File: src/hw/rtl/dfde_pkg.sv
// ----------------------------------------------------------------------------
// dfde_pkg
// types and constants shared by the depth frame delta encoder
// ----------------------------------------------------------------------------
package dfde_pkg;

  localparam int PIX_W     = 8;
  localparam int INDEX_W   = 18;
  localparam int LEN_W     = 21;
  localparam int CFG_W     = 11;
  localparam int CFG_IDX_W = 2;
  localparam int PROD_W    = 2 * CFG_W;
  localparam int KIND_W    = 2;

  // register indexes on the configuration port
  localparam logic [CFG_IDX_W-1:0] REG_MODE = 2'd0;
  localparam logic [CFG_IDX_W-1:0] REG_ROWS = 2'd1;
  localparam logic [CFG_IDX_W-1:0] REG_COLS = 2'd2;

  localparam logic [CFG_W-1:0] DEF_ROWS = 11'd424;
  localparam logic [CFG_W-1:0] DEF_COLS = 11'd512;

  localparam logic [LEN_W-1:0] BYTES_PER_RECORD = 21'd4;

  // result queue
  localparam int QUEUE_DEPTH = 4;
  localparam int QPTR_W      = 2;
  localparam int QCNT_W      = 3;

  typedef enum logic [KIND_W-1:0] {
    KIND_RAW    = 2'd0,
    KIND_DELTA  = 2'd1,
    KIND_LENGTH = 2'd2
  } kind_t;

  // one pixel on its way from the accept stage to the compare stage
  typedef struct packed {
    logic [PIX_W-1:0]   pixel;
    logic [INDEX_W-1:0] pixel_index;
    logic               raw_path;
    logic               last;
  } item_t;

  typedef struct packed {
    kind_t              kind;
    logic [INDEX_W-1:0] pixel_index;
    logic               negative;
    logic [PIX_W-1:0]   magnitude;
    logic [PIX_W-1:0]   raw_pixel;
    logic [LEN_W-1:0]   frame_length;
    logic               frame_end;
  } result_t;

endpackage

File: src/hw/rtl/dfde_result_queue.sv
// ----------------------------------------------------------------------------
// dfde_result_queue
// small result queue, takes up to two results per cycle, gives one
// ----------------------------------------------------------------------------
module dfde_result_queue import dfde_pkg::*; (
  input  logic       clk,
  input  logic       rst,
  input  logic [1:0] push_n,
  input  result_t    push_first,
  input  result_t    push_second,
  input  logic       pop,
  output logic       room,
  output logic       head_valid,
  output result_t    head
);

  result_t           entries [QUEUE_DEPTH];
  logic [QPTR_W-1:0] rd_ptr;
  logic [QPTR_W-1:0] wr_ptr;
  logic [QCNT_W-1:0] count;
  logic [QCNT_W-1:0] count_next;

  assign head_valid = count != '0;
  assign head       = entries[rd_ptr];
  // room for the worst case of two results from one pixel
  assign room       = count <= QCNT_W'(QUEUE_DEPTH - 2);
  assign count_next = count + QCNT_W'(push_n) - QCNT_W'(pop);

  always_ff @(posedge clk) begin
    if (push_n != 2'd0) begin
      entries[wr_ptr] <= push_first;
    end
    if (push_n == 2'd2) begin
      entries[wr_ptr + QPTR_W'(1)] <= push_second;
    end
  end

  always_ff @(posedge clk) begin
    if (rst) begin
      rd_ptr <= '0;
      wr_ptr <= '0;
      count  <= '0;
    end else begin
      wr_ptr <= wr_ptr + QPTR_W'(push_n);
      if (pop) begin
        rd_ptr <= rd_ptr + QPTR_W'(1);
      end
      count <= count_next;
    end
  end

endmodule

File: config.mk
export PLATFORM = sky130hd
export DESIGN_NAME = dfde_result_queue
export DESIGN_NICKNAME = d
export VERILOG_FILES = /design/src/hw/rtl/dfde_pkg.sv /design/src/hw/rtl/dfde_result_queue.sv
export SDC_FILE = /design/constraint.sdc
export NUM_CORES = 1
export LEC_CHECK = 0
export BUFFER_PORTS_ARGS = -buffer_cell sky130_fd_sc_hd__buf_2
export CORE_UTILIZATION = 50
export CTS_CLUSTER_SIZE = 24
export DETAILED_ROUTE_END_ITERATION = 12
export PLACE_DENSITY = 0.77
export SLEW_MARGIN = 20
export SYNTH_ARGS = -nofsm -noshare
export SYNTH_HDL_FRONTEND = slang
export SYNTH_SLANG_ARGS = --single-unit
File: constraint.sdc
create_clock -name clk -period 6.25 [get_ports clk]
set_clock_uncertainty 0.05 [all_clocks]
set_input_delay 0.3125 -clock clk [delete_from_list [all_inputs] [get_ports clk]]
set_output_delay 0.3125 -clock clk [all_outputs]
set_load 0.01 [all_outputs]
==> impl_results.md <==
* Multi-input logic area at 4350 um2
* Full die area at 24300 um2
* Synth async-reset ratio at 0
* CTS Hold Buffers Added at 0
* Synth cell types at 30
* RSZ-0062 raised after global routing: no
* Synth Warn # at 0
* Clk pin slew, worst setup/hold paths at 0.06 ns
* Leakage power at 4.92 nW
* Final Max Tran Viols at 0
* Net count, final at 930
* Min Tclk post-route at 3.13 ns
* Die Width at 156 um
* Critical-path cell list: buf_4 > mux4_2 > buf_2
* Placer Congestion at 0.763
* Post-synth EDFFs at 236
* Vias in the first global route at 7210
* Via count at 6482
* CTS sink cnt at 245
* CP Capture Type: output port
* Setup violators final at 0
* Max Cap Violations at 0
* Seq/Total Area, Yosys at 0.614
* Antenna violations before repair at 8
* DRC at 0
* Final period utilization at 0.502
* DP HPWL at 16100 um
* Buffers on Ports at 183
* Largest stage delay, worst path at 0.73 ns
* Via/cell ratio at 5.70
* TritonCTS clock tree: built
* Slew @ Worst Pin at 1.01 ns
* Register-to-Register Setup Slack at 3.52 ns
* Post-CTS setup buffer count at 0
* Gr ovfl total at 0
* Clock buffer depth at 3
* Ys flop type: edfxtp_1
* Flops & latches, synth at 245
* Final hold viol count at 0
* Post-DR wirelength/cell at 22.6 um
* Area grow syn2layout at 18.1%
* Root Buffer: clkbuf_16
* Outcome: completed
* Slew HR at 0.328
* Total CTS buffers at 26
* Syn Inst Count at 618
* Post-CTS sizing at 0
* Starting Density at 0.516
* Crit-path slowest cell: dfxtp_4
* GRT Resource Usage Total at 0.218
* Worst Path Arrival at 2.77 ns
* Critical path type: register to output port
* DR iter-0 viols at 319
* Post-Syn Area per Cell at 19.1 um2
* Row cnt at 55
* Crit path max fanout at 33
* CP Launch Type: register
* Drt first pass iters at 4
* Clock latency on the worst-skew pair at 0.50 ns
* Post-route ant nets at 0
* Largest net degree at the start of global routing at 60
* Final wirelength at 25800 um
* First-pass GRT wire length at 39800 um
* Core ar. at 22900 um2
* Reg area at 7270 um2
* HP Class: input port to register
* Maximum vdd drop at 0.169 mV
* Mapped Nets at 746
* # IOs at 184
* Chip height at 156 um
* H-tree depth at 1
* Setup_tns at 0 ns
* Layout cell share with drive strength beyond 1 at 0.646
* Cell Pwr Density at 309 nW/um2
* Filler cells at 1652
* Max Fclk at 319 MHz
* Worst hold slack at 0.0452 ns
* Post-Syn Area at 11800 um2
* Crit path required time at 5.89 ns
cells in the mapped netlist, types with 2 or more instances:
library cell,count,area share
edfxtp_1,236,0.60
mux2_2,216,0.21
mux4_2,59,0.11
buf_2,31,0.013
mux2_1,10,0.0095
mux2_4,10,0.013
dfxtp_1,9,0.015
nor2_1,7,0.0022
inv_1,6,0.0019
buf_6,4,0.0038
clkbuf_1,4,0.0013
ha_1,4,0.0042
a21oi_1,2,0.00085
buf_4,2,0.0013
nor2b_1,2,0.0011
o21bai_1,2,0.0013
registers in the layout, indices dropped and copies added, names as in the netlist, named ones only:
name and cells:
count 3, entries 236, rd_ptr 2, wr_ptr 2
cell usage in the layout (no fill, tap or decap), types with 2 or more instances in the layout:
cell type,n
edfxtp_1,236
mux2_2,216
buf_2,183
mux4_2,59
clkbuf_16,27
buf_4,13
mux2_4,10
mux2_1,10
dfxtp_1,7
inv_1,6
clkinv_1,6
diode_2,5
nor2_1,5
ha_1,4
clkinv_2,4
bufinv_16,4
clkbuf_1,3
and4bb_4,2
nor2_4,2
a21oi_1,2
nor2b_1,2
path summary, 6_finish.rpt:
check                           cells after the start                       end                    from
worst min register to register                      2                  register  rd_ptr[0]$_SDFFE_PP0P_
worst max register to register                      3  entries[0][52]$_DFFE_PP_    wr_ptr[1]$_SDFF_PP0_
worst min-delay path                                2       count[2]$_SDFF_PP0_                     rst
worst max-delay path                                3                   head[2]                register
worst max-delay path, delay by kind of cell (launching register included):
kind	cells	cell delay, ns
buffers and inverters	2	0.85
flip-flops	1	0.73
multiplexers	1	0.62
layout make-up:
| type | instances | area share |
|---|---|---|
| tap | 313 | 0.0280 |
| inverter | 6 | 0.00161 |
| clock inverter | 16 | 0.0128 |
| clock buffer | 30 | 0.0492 |
| sequential | 245 | 0.521 |
| multi-input combinational | 325 | 0.312 |
| timing repair buffer | 198 | 0.0753 |
| antenna | 5 | 0.000896 |
per-layer routing:
layer / up-vias / GRT usage / share of wire
met3: 49 / 0.0378 / 0.052
met1: 3350 / 0.265 / 0.39
li1: 2907 / - / -
met2: 170 / 0.395 / 0.53
met5: - / 0 / 0.0014
met4: 6 / 0.0705 / 0.022
per-stage QoR:
step / area, um2 / power, W / worst slack, ns / std cells / util
6_report: 14000 / 0.00431 / 3.12 / 1138 / 0.610
5_1_grt: 14000 / 0.00447 / 2.85 / 1138 / 0.610
4_1_cts: 14000 / 0.00435 / 2.98 / 1133 / 0.609
3_5_place_dp: 13100 / 0.00280 / 3.50 / 1087 / 0.571
3_3_place_gp: 13100 / 0.00276 / 3.46 / 1085 / 0.570
2_1_floorplan: 11800 / 0.00254 / 0.921 / 618 / -
report_power, final:
part / internal (W) / switching [W]
registers: 0.00201 / 0.0000539
logic: 0.000339 / 0.000354
clock network: 0.000948 / 0.000606
total: 0.00330 / 0.00101
kinds of logic (layout without fill, tap and decap cells):
logic type | after synthesis | in the layout | synth area share
compound gates | 6 | 6 | 0.00338
xor+xnor | 3 | 3 | 0.00465
fa+ha+maj | 5 | 5 | 0.00592
buf+inv | 48 | 250 | 0.0217
flops | 245 | 245 | 0.614
mux | 296 | 296 | 0.341
other cells | 0 | 5 | 0
simple gates | 15 | 15 | 0.00931
No activity file was read; power rests on OpenSTA's default activity.
