<file path="src/hw/rtl/dfde_pkg.sv">
// ----------------------------------------------------------------------------
// dfde_pkg
// types and constants shared by the depth frame delta encoder
// ----------------------------------------------------------------------------
package dfde_pkg;

  localparam int PIX_W     = 8;
  localparam int INDEX_W   = 18;
  localparam int LEN_W     = 21;
  localparam int CFG_W     = 11;
  localparam int CFG_IDX_W = 2;
  localparam int PROD_W    = 2 * CFG_W;
  localparam int KIND_W    = 2;

  // register indexes on the configuration port
  localparam logic [CFG_IDX_W-1:0] REG_MODE = 2'd0;
  localparam logic [CFG_IDX_W-1:0] REG_ROWS = 2'd1;
  localparam logic [CFG_IDX_W-1:0] REG_COLS = 2'd2;

  localparam logic [CFG_W-1:0] DEF_ROWS = 11'd424;
  localparam logic [CFG_W-1:0] DEF_COLS = 11'd512;

  localparam logic [LEN_W-1:0] BYTES_PER_RECORD = 21'd4;

  // result queue
  localparam int QUEUE_DEPTH = 4;
  localparam int QPTR_W      = 2;
  localparam int QCNT_W      = 3;

  typedef enum logic [KIND_W-1:0] {
    KIND_RAW    = 2'd0,
    KIND_DELTA  = 2'd1,
    KIND_LENGTH = 2'd2
  } kind_t;

  // one pixel on its way from the accept stage to the compare stage
  typedef struct packed {
    logic [PIX_W-1:0]   pixel;
    logic [INDEX_W-1:0] pixel_index;
    logic               raw_path;
    logic               last;
  } item_t;

  typedef struct packed {
    kind_t              kind;
    logic [INDEX_W-1:0] pixel_index;
    logic               negative;
    logic [PIX_W-1:0]   magnitude;
    logic [PIX_W-1:0]   raw_pixel;
    logic [LEN_W-1:0]   frame_length;
    logic               frame_end;
  } result_t;

endpackage

</file>
<file path="src/hw/rtl/dfde_delta_unit.sv">
// ----------------------------------------------------------------------------
// dfde_delta_unit
// compare stage: holds one pixel, forms raw, record and trailer results
// ----------------------------------------------------------------------------
module dfde_delta_unit import dfde_pkg::*; (
  input  logic             clk,
  input  logic             rst,
  input  logic             load,
  input  item_t            item_in,
  input  logic [PIX_W-1:0] old_pixel,
  input  logic             advance,
  output logic             s1_valid,
  output logic [1:0]       push_count,
  output result_t          res_first,
  output result_t          res_second
);

  item_t            item;
  logic [LEN_W-1:0] record_bytes;
  logic [LEN_W-1:0] length_now;
  logic             changed;
  logic             negative;
  logic [PIX_W-1:0] magnitude;
  logic             has_record;
  logic             has_trailer;
  result_t          raw_res;
  result_t          rec_res;
  result_t          trl_res;

  always_ff @(posedge clk) begin
    if (rst) begin
      s1_valid <= 1'b0;
    end else if (load) begin
      s1_valid <= 1'b1;
    end else if (advance) begin
      s1_valid <= 1'b0;
    end
  end

  always_ff @(posedge clk) begin
    if (load) begin
      item <= item_in;
    end
  end

  always_comb begin
    changed     = item.pixel != old_pixel;
    negative    = item.pixel < old_pixel;
    magnitude   = negative ? old_pixel - item.pixel : item.pixel - old_pixel;
    has_record  = !item.raw_path && changed;
    has_trailer = !item.raw_path && item.last;
    length_now  = has_record ? record_bytes + BYTES_PER_RECORD : record_bytes;
  end

  // byte count of the delta frame in progress
  always_ff @(posedge clk) begin
    if (rst) begin
      record_bytes <= '0;
    end else if (s1_valid && advance) begin
      if (item.last) begin
        record_bytes <= '0;
      end else begin
        record_bytes <= length_now;
      end
    end
  end

  always_comb begin
    raw_res              = '0;
    raw_res.kind         = KIND_RAW;
    raw_res.raw_pixel    = item.pixel;
    raw_res.frame_end    = item.last;

    rec_res              = '0;
    rec_res.kind         = KIND_DELTA;
    rec_res.pixel_index  = item.pixel_index;
    rec_res.negative     = negative;
    rec_res.magnitude    = magnitude;

    trl_res              = '0;
    trl_res.kind         = KIND_LENGTH;
    trl_res.frame_length = length_now;
    trl_res.frame_end    = 1'b1;

    res_second = trl_res;
    if (item.raw_path) begin
      res_first  = raw_res;
      push_count = 2'd1;
    end else if (has_record) begin
      res_first  = rec_res;
      push_count = has_trailer ? 2'd2 : 2'd1;
    end else begin
      res_first  = trl_res;
      push_count = has_trailer ? 2'd1 : 2'd0;
    end
  end

endmodule

</file>
<file path="config.mk">
export PLATFORM = sky130hd
export DESIGN_NAME = dfde_delta_unit
export DESIGN_NICKNAME = d
export VERILOG_FILES = /design/src/hw/rtl/dfde_pkg.sv /design/src/hw/rtl/dfde_delta_unit.sv
export SDC_FILE = /design/constraint.sdc
export NUM_CORES = 1
export LEC_CHECK = 0
export ABC_CLOCK_PERIOD_IN_PS = 6700
export BUFFER_PORTS_ARGS = -buffer_cell sky130_fd_sc_hd__buf_4
export CORE_UTILIZATION = 30
export CTS_CLUSTER_SIZE = 28
export DETAILED_ROUTE_END_ITERATION = 10
export PLACE_DENSITY = 0.56
export SYNTH_ARGS = -nofsm -noshare
export SYNTH_HDL_FRONTEND = slang
export SYNTH_SLANG_ARGS = --single-unit
</file>
<file path="constraint.sdc">
create_clock -name clk -period 6.7 [get_ports clk]
set_input_delay 0.67 -clock clk [delete_from_list [all_inputs] [get_ports clk]]
set_output_delay 0.67 -clock clk [all_outputs]
set_load 0.02 [all_outputs]
</file>
==> flow_results.xml, run 1 <==
<?xml version="1.0" encoding="UTF-8"?>
<metrics>
  <group name="cells_and_area">
    <metric name="drive_gt1_share" unit="%">28.1</metric>
    <metric name="final-instance-count-excl-fill" unit="">642</metric>
    <metric name="n_antenna_cell" unit="">0</metric>
    <metric name="synthToLayoutAreaGrowth" unit="%">27.9</metric>
    <metric name="layout.cells.most_common_list" unit="">119 x sky130_fd_sc_hd__buf_4, 42 x sky130_fd_sc_hd__conb_1, 36 x sky130_fd_sc_hd__and2_1</metric>
    <metric name="design.final.nets" unit="">560</metric>
    <metric name="mostFrequentLayoutCell" unit="">sky130_fd_sc_hd__buf_4</metric>
  </group>
  <group name="min_path">
    <metric name="holdCritPathClass" unit="">register to register</metric>
    <metric name="holdCritStartpoint" unit="">record_bytes[20]</metric>
  </group>
  <group name="clock_network">
    <metric name="post-cts-setup-buffers" unit="">0</metric>
    <metric name="h_tree_levels" unit="">2</metric>
    <metric name="post_cts.resized_instances" unit="">0</metric>
    <metric name="cts-root-to-sink-buffers" unit="">2</metric>
    <metric name="cts_made_buffers" unit="">5</metric>
    <metric name="clkSlewWorstSetupHoldPaths" unit="ps">70</metric>
    <metric name="postCtsHoldBufs" unit="">0</metric>
    <metric name="cts_tree" unit="">built</metric>
    <metric name="cts.sink_count" unit="">48</metric>
    <metric name="worst_skew_pair.late_latency" unit="ps">300</metric>
    <metric name="ctsRootBufferMaster" unit="">sky130_fd_sc_hd__clkbuf_16</metric>
  </group>
  <group name="route">
    <metric name="initial_drt_markers" unit="">106</metric>
    <metric name="detail_route.drc_violations" unit="">0</metric>
    <metric name="drt.antenna.violating_nets" unit="">0</metric>
    <metric name="dr_total_vias" unit="">2987</metric>
    <metric name="via_per_inst" unit="">4.65</metric>
    <metric name="first_pass_iters" unit="">6</metric>
    <metric name="drt-total-wl" unit="um">8810</metric>
    <metric name="routedWlPerCell" unit="um">13.7</metric>
  </group>
  <group name="synthesis">
    <metric name="syn_area_per_cell" unit="um2">8.98</metric>
    <metric name="post_synth_inst_count" unit="">391</metric>
    <metric name="ys_dominant_reg_cell" unit="">sky130_fd_sc_hd__edfxtp_1</metric>
    <metric name="synth_adder_area_share" unit="%">8.27</metric>
    <metric name="yosys-mux-area-fraction" unit="%">2.00</metric>
    <metric name="number_of_enable_type_register_cells_in_the_synthesized_netlist" unit="">28</metric>
    <metric name="synth_simple_gate_area_share" unit="%">21.7</metric>
    <metric name="xor_xnor_share_of_the_synthesized_area" unit="%">5.20</metric>
    <metric name="post_synth_num_cell_types" unit="">55</metric>
    <metric name="ys_seq_area_share" unit="%">35.4</metric>
    <metric name="syn-cell-area" unit="um2">3510</metric>
    <metric name="dominant_combinational_cell_family_by_area_after_synthesis" unit="">simple AND/OR/NAND/NOR gates</metric>
    <metric name="ys_ff_latch" unit="">48</metric>
    <metric name="synth_compound_gate_area_share" unit="%">13.2</metric>
    <metric name="proportion_of_synthesized_flip_flops_having_asynchronous_set_or_reset" unit="%">0</metric>
    <metric name="yosys_warnings" unit="">0</metric>
  </group>
  <group name="timing">
    <metric name="fin_worst_skew" unit="ps">10.6</metric>
    <metric name="period_minus_slack" unit="ps">3620</metric>
    <metric name="timing.slew.headroom" unit="%">48.7</metric>
    <metric name="final-max-slew-violation-count" unit="">0</metric>
    <metric name="rsz0062_at_grt" unit="">false</metric>
    <metric name="final_count_of_negative_setup_slack_endpoints" unit="">0</metric>
    <metric name="period_share" unit="%">54.0</metric>
    <metric name="setup_tns" unit="ps">0</metric>
    <metric name="maximum_achievable_frequency" unit="MHz">276</metric>
    <metric name="final_count_of_hold_timing_violations" unit="">0</metric>
    <metric name="worstMarginPinSlew" unit="ps">770</metric>
  </group>
  <group name="setup_path">
    <metric name="worst_ep_arrival_time" unit="ps">2950</metric>
    <metric name="worst_path_max_delay_cell" unit="">sky130_fd_sc_hd__ha_1</metric>
    <metric name="worst_setup_path_start_kind" unit="">primary input</metric>
    <metric name="timing.critical_path.mode_cell" unit="">sky130_fd_sc_hd__buf_4</metric>
    <metric name="timing.setup.critical_path_class" unit="">primary input to output pin</metric>
    <metric name="slowest_delay" unit="ps">490</metric>
    <metric name="worst_r2r_startpoint" unit="">item[24]</metric>
    <metric name="timing.critical_path.to_type" unit="">output pin</metric>
    <metric name="critical_path.top_delay_family" unit="">compound AO/OA/AOI/OAI gates</metric>
    <metric name="worst-path-max-fanout" unit="">10</metric>
    <metric name="timing.critical_path.cells" unit="">buf_4 &gt; inv_1 &gt; ha_1 &gt; a21oi_1 &gt; o21ai_0 &gt; a21o_1 &gt; a311oi_1 &gt; o22ai_1 &gt; mux2i_1 &gt; buf_4</metric>
    <metric name="cp_buf_inv_count" unit="">3</metric>
    <metric name="critical_path.startpoint" unit="">old_pixel[5]</metric>
    <metric name="worstPathRequired" unit="ps">6030</metric>
  </group>
  <group name="power_and_ir_drop">
    <metric name="cellPowerDensity" unit="nW/um2">186</metric>
    <metric name="total_power" unit="mW">0.834</metric>
    <metric name="leakage" unit="nW">2.05</metric>
    <metric name="power.ir.vdd_worst" unit="mV">0.126</metric>
  </group>
  <group name="grt">
    <metric name="grt_first_pass_wirelength" unit="um">13600</metric>
    <metric name="via_count_of_the_first_global_routing_pass" unit="">2770</metric>
    <metric name="maximum_number_of_pins_on_one_net_before_global_route_repair" unit="">30</metric>
    <metric name="grt-ovfl-total" unit="">0</metric>
    <metric name="grt.total_usage" unit="%">14.8</metric>
    <metric name="grt_antenna_before_repair" unit="">0</metric>
  </group>
  <group name="place">
    <metric name="gp_routability_congestion" unit="">0.877</metric>
    <metric name="detailed_place_hpwl" unit="um">6780</metric>
    <metric name="dp.cells" unit="">634</metric>
    <metric name="io_buffers" unit="">118</metric>
  </group>
  <group name="floorplanning">
    <metric name="io_pins" unit="">161</metric>
    <metric name="die_width" unit="um">110</metric>
    <metric name="floorplan.core_area" unit="um2">11400</metric>
    <metric name="die_area" unit="um2">12100</metric>
    <metric name="die_height" unit="um">110</metric>
    <metric name="initial_core_util" unit="%">30.7</metric>
    <metric name="placementRows" unit="">39</metric>
  </group>
  <group name="outcome">
    <metric name="status" unit="">finished, final reports clean</metric>
  </group>
  <group name="job">
    <metric name="cap_violations" unit="">0</metric>
  </group>
</metrics>
==> synthesized netlist by cell type (4+ instances only) <==
cell type / instances / share of area, %
sky130_fd_sc_hd__buf_4: 42 / 9.0
sky130_fd_sc_hd__ha_1: 20 / 7.1
sky130_fd_sc_hd__xnor2_1: 16 / 4.0
sky130_fd_sc_hd__o31ai_1: 7 / 1.5
sky130_fd_sc_hd__clkbuf_1: 9 / 0.96
sky130_fd_sc_hd__edfxtp_1: 28 / 24
sky130_fd_sc_hd__dfxtp_1: 20 / 11
sky130_fd_sc_hd__nand4_1: 8 / 1.4
sky130_fd_sc_hd__mux2i_1: 7 / 2.0
sky130_fd_sc_hd__nor3_1: 5 / 0.71
sky130_fd_sc_hd__nand2b_1: 4 / 0.71
sky130_fd_sc_hd__and2_1: 36 / 6.4
sky130_fd_sc_hd__a21oi_1: 23 / 3.3
sky130_fd_sc_hd__a31oi_1: 4 / 0.71
sky130_fd_sc_hd__inv_1: 23 / 2.5
sky130_fd_sc_hd__nor2_1: 26 / 2.8
sky130_fd_sc_hd__o21ai_0: 15 / 2.1
sky130_fd_sc_hd__nor2b_1: 4 / 0.71
sky130_fd_sc_hd__nand3_1: 9 / 1.3
sky130_fd_sc_hd__buf_2: 6 / 0.86
sky130_fd_sc_hd__or3_1: 6 / 1.1
sky130_fd_sc_hd__nand2_1: 21 / 2.2
==> routing by layer <==
layer	global-route usage (%)	vias up	wire length, um
li1	-	1482	-
met3	5.23	6	783
met5	0	-	0
met1	18.3	1366	3820
met2	23.9	133	4120
met4	4.98	0	95
==> state kept, by name, indices dropped and copies added, names as in the netlist <==
signal and count:
s1_valid 1, record_bytes 19, item 28
==> per-stage QoR <==
step	hold WS, ps	area [um2]	setup WS, ps	util [%]
final	509	4490	3080	39.3
after global placement	457	4340	3240	38.0
after detailed placement	479	4340	3140	38.0
after CTS	489	4490	3130	39.3
after global routing	526	4490	2940	39.3
after floorplan	450	3660	3460	-
==> layout make-up <==
cell class,count,area [um2]
clock inverter,2,12.5
fill,1145,6930
inverter,25,96.3
tap,143,179
clock buffer,6,139
multi-input combinational,299,1930
sequential,48,1240
timing repair buffer,119,893
==> logic make-up (layout without fill, tap and decap cells) <==
kind of cell               after synthesis  in the layout
muxes                                    7              7
other                                    2             42
AOI/OAI and AO/OA                       71             71
and+or+nand+nor                        137            137
adders and majority gates               22             22
xor gates and xnor gates                20             20
buffers and inverters                   84            152
DFF                                     48             48
==> report_power, final <==
part           internal, mW  switching (mW)
Clock                 0.149           0.112
Sequential            0.328         0.00840
Combinational        0.0920           0.145
Total                 0.569           0.266
==> final timing paths <==
check | to | slack, ps | cells past startpoint
setup / recovery | res_first[35] | 3080 | 10
hold / removal | record_bytes[20] | 510 | 1
setup reg to reg | record_bytes[7] | 4180 | 8
hold reg to reg | record_bytes[20] | 510 | 1
(Power assumes the default switching activity.)
==> run 2: changes to the inputs <==
Settings changed: ABC_CLOCK_PERIOD_IN_PS 6700 to 3100, PLACE_DENSITY 0.56 to 0.58.
Clock period 6.7 ns to 3.1 ns, I/O delays scaled along.
==> run 2 against run 1 <==
Non-clock buffer count is 3 higher. Hold slack got worse by 320 ps. Clock power grew 120%. Flip-flop and latch count unchanged. Die area unchanged. Power grew 120%. Core utilization increased by 0.54 points. Register-to-register slack worse by 3500 ps. Global-route usage is 0.063 points lower. Count of clock-buffer cells in the layout is 1 higher. First-iteration DRC count grew 4.7%. Final area rose by 1.4%. Largest cell class unchanged.
==> flow_results.xml, run 2 (synthesis results as in run 1) <==
<?xml version="1.0" encoding="UTF-8"?>
<metrics>
  <group name="timing">
    <metric name="period_minus_slack" unit="ps">2920</metric>
    <metric name="setup_tns" unit="ps">0</metric>
    <metric name="rsz0062_at_grt" unit="">false</metric>
    <metric name="worst_slack" unit="ps">180</metric>
    <metric name="maximum_achievable_frequency" unit="MHz">342</metric>
    <metric name="final_count_of_negative_setup_slack_endpoints" unit="">0</metric>
    <metric name="worst_hold_slack" unit="ps">186</metric>
    <metric name="final-max-slew-violation-count" unit="">0</metric>
    <metric name="worstMarginPinSlew" unit="ps">758</metric>
    <metric name="fin_worst_skew" unit="ps">10.4</metric>
    <metric name="period_share" unit="%">94.2</metric>
    <metric name="timing.slew.headroom" unit="%">49.5</metric>
    <metric name="final_count_of_hold_timing_violations" unit="">0</metric>
  </group>
  <group name="setup_path">
    <metric name="worst_ep_arrival_time" unit="ps">2610</metric>
    <metric name="slowest_delay" unit="ps">510</metric>
    <metric name="r2r.worst_path.cells" unit="">8</metric>
    <metric name="timing.critical_path.to_type" unit="">output pin</metric>
    <metric name="critical_path.top_delay_family" unit="">adder cells</metric>
    <metric name="timing.critical_path.cells" unit="">ha_1 &gt; nand4_2 &gt; o21ai_4 &gt; inv_4 &gt; ha_1 &gt; or2_2 &gt; buf_4</metric>
    <metric name="worst_setup_path_start_kind" unit="">register</metric>
    <metric name="cp_buf_inv_count" unit="">2</metric>
    <metric name="timing.critical_path.mode_cell" unit="">sky130_fd_sc_hd__ha_1</metric>
    <metric name="worst-path-max-fanout" unit="">9</metric>
    <metric name="worstSetupPathDepth" unit="">7</metric>
    <metric name="worstPathRequired" unit="ps">2790</metric>
    <metric name="worst_path_max_delay_cell" unit="">sky130_fd_sc_hd__ha_1</metric>
    <metric name="timing.setup.critical_path_class" unit="">register to output pin</metric>
  </group>
  <group name="power_and_ir_drop">
    <metric name="total_power" unit="mW">1.83</metric>
    <metric name="internal_pwr_total" unit="mW">1.24</metric>
    <metric name="share_comb_of_total_power" unit="%">29.4</metric>
    <metric name="clock_power_share" unit="%">31.3</metric>
    <metric name="switchingPower" unit="mW">0.591</metric>
    <metric name="cellPowerDensity" unit="nW/um2">403</metric>
    <metric name="leakage" unit="nW">2.06</metric>
    <metric name="sw_frac_of_total" unit="%">32.2</metric>
    <metric name="power.share.sequential" unit="%">39.4</metric>
    <metric name="power.ir.vdd_worst" unit="mV">0.321</metric>
  </group>
  <group name="floorplanning">
    <metric name="die_width" unit="um">110</metric>
    <metric name="placementRows" unit="">39</metric>
    <metric name="io_pins" unit="">161</metric>
    <metric name="die_height" unit="um">110</metric>
    <metric name="initial_core_util" unit="%">30.7</metric>
    <metric name="die_area" unit="um2">12100</metric>
    <metric name="floorplan.core_area" unit="um2">11400</metric>
  </group>
  <group name="clock_network">
    <metric name="ctsRootBufferMaster" unit="">sky130_fd_sc_hd__clkbuf_16</metric>
    <metric name="postCtsHoldBufs" unit="">0</metric>
    <metric name="h_tree_levels" unit="">2</metric>
    <metric name="cts.sink_count" unit="">48</metric>
    <metric name="cts-root-to-sink-buffers" unit="">2</metric>
    <metric name="cts_tree" unit="">built</metric>
    <metric name="cts_made_buffers" unit="">5</metric>
    <metric name="clkSlewWorstSetupHoldPaths" unit="ps">70</metric>
    <metric name="worst_skew_pair.late_latency" unit="ps">290</metric>
  </group>
  <group name="route">
    <metric name="detail_route.drc_violations" unit="">0</metric>
    <metric name="drt.antenna.violating_nets" unit="">0</metric>
    <metric name="drt-total-wl" unit="um">8940</metric>
    <metric name="initial_drt_markers" unit="">111</metric>
    <metric name="routedWlPerCell" unit="um">13.9</metric>
    <metric name="dr_total_vias" unit="">3125</metric>
    <metric name="first_pass_iters" unit="">4</metric>
    <metric name="via_per_inst" unit="">4.84</metric>
  </group>
  <group name="outcome">
    <metric name="status" unit="">finished, final reports clean</metric>
  </group>
  <group name="cells_and_area">
    <metric name="layout.cells.most_common_list" unit="">122 x sky130_fd_sc_hd__buf_4, 42 x sky130_fd_sc_hd__conb_1, 36 x sky130_fd_sc_hd__and2_1</metric>
    <metric name="multi_input_comb_area" unit="um2">1970</metric>
    <metric name="register_area" unit="um2">1240</metric>
    <metric name="layout.core_utilization" unit="%">39.9</metric>
    <metric name="synthToLayoutAreaGrowth" unit="%">29.7</metric>
    <metric name="mostFrequentLayoutCell" unit="">sky130_fd_sc_hd__buf_4</metric>
    <metric name="final_area" unit="um2">4550</metric>
    <metric name="fillerInstances" unit="">1152</metric>
    <metric name="final-instance-count-excl-fill" unit="">645</metric>
    <metric name="top_register" unit="">item</metric>
    <metric name="n_antenna_cell" unit="">0</metric>
    <metric name="largest_reg_flops" unit="">28</metric>
    <metric name="design.final.nets" unit="">563</metric>
    <metric name="biggestRegsByFlops" unit="">item (28), record_bytes (19), s1_valid (1)</metric>
    <metric name="drive_gt1_share" unit="%">30.1</metric>
  </group>
  <group name="place">
    <metric name="io_buffers" unit="">118</metric>
    <metric name="detailedPlace.worstSlack" unit="ps">286</metric>
    <metric name="detailed_place_hpwl" unit="um">6780</metric>
    <metric name="gp_routability_congestion" unit="">0.869</metric>
    <metric name="placed_cell_area" unit="um2">4350</metric>
    <metric name="dp.cells" unit="">636</metric>
  </group>
  <group name="grt">
    <metric name="grt.total_usage" unit="%">14.7</metric>
    <metric name="grt_antenna_before_repair" unit="">1</metric>
    <metric name="grt-ovfl-total" unit="">0</metric>
    <metric name="grt_first_pass_wirelength" unit="um">13700</metric>
    <metric name="maximum_number_of_pins_on_one_net_before_global_route_repair" unit="">30</metric>
    <metric name="via_count_of_the_first_global_routing_pass" unit="">2869</metric>
  </group>
  <group name="min_path">
    <metric name="hold-path-cell-count" unit="">1</metric>
    <metric name="holdCritPathClass" unit="">primary input to register</metric>
  </group>
  <group name="job">
    <metric name="cap_violations" unit="">0</metric>
  </group>
</metrics>
-- run 2: cell count changes in the layout (fill, tap and decap cells not counted), moves of 2 or more --
cell / delta
sky130_fd_sc_hd__inv_4: -2
sky130_fd_sc_hd__ha_2: +2
sky130_fd_sc_hd__a21oi_2: +2
sky130_fd_sc_hd__buf_4: +3
sky130_fd_sc_hd__a21oi_1: -2
sky130_fd_sc_hd__ha_1: -2
-- run 2: power by group through the flow --
stage | Clock [mW] | Combinational [mW] | Sequential, mW
2_1_floorplan | 0 | 0.371 | 0.732
3_3_place_gp | 0 | 0.519 | 0.735
3_5_place_dp | 0 | 0.521 | 0.737
4_1_cts | 0.594 | 0.524 | 0.722
5_1_grt | 0.615 | 0.587 | 0.725
6_report | 0.573 | 0.538 | 0.722
-- run 2: final cells by class --
class / instances / area share (%)
tap: 143 / 3.93
clock buffer: 7 / 3.13
clock inverter: 1 / 0.192
timing repair buffer: 122 / 20.1
multi-input combinational: 299 / 43.2
sequential: 48 / 27.3
inverter: 25 / 2.12
-- run 2: path summary, 6_finish.rpt --
path                   startpoint               to  slack (ps)
setup / recovery         item[23]    push_count[0]         180
setup reg to reg         item[23]  record_bytes[7]         700
hold / removal        item_in[24]         item[24]         190
hold reg to reg   record_bytes[9]  record_bytes[9]         480
-- run 2: per-layer routing --
layer	global-route usage (%)	share of wire, %	up-vias
met4	5.45	1.7	0
met3	5.58	9.6	11
li1	-	-	1485
met5	0	0	-
met1	18.1	43	1474
met2	23.3	46	155
-- run 2: repair_timing --
item,CTS,global route
resized for setup,1,10
setup buffers,0,1
pin swaps,0,2
setup endpoints to repair,1,6
endpoints found under the hold margin,0,0
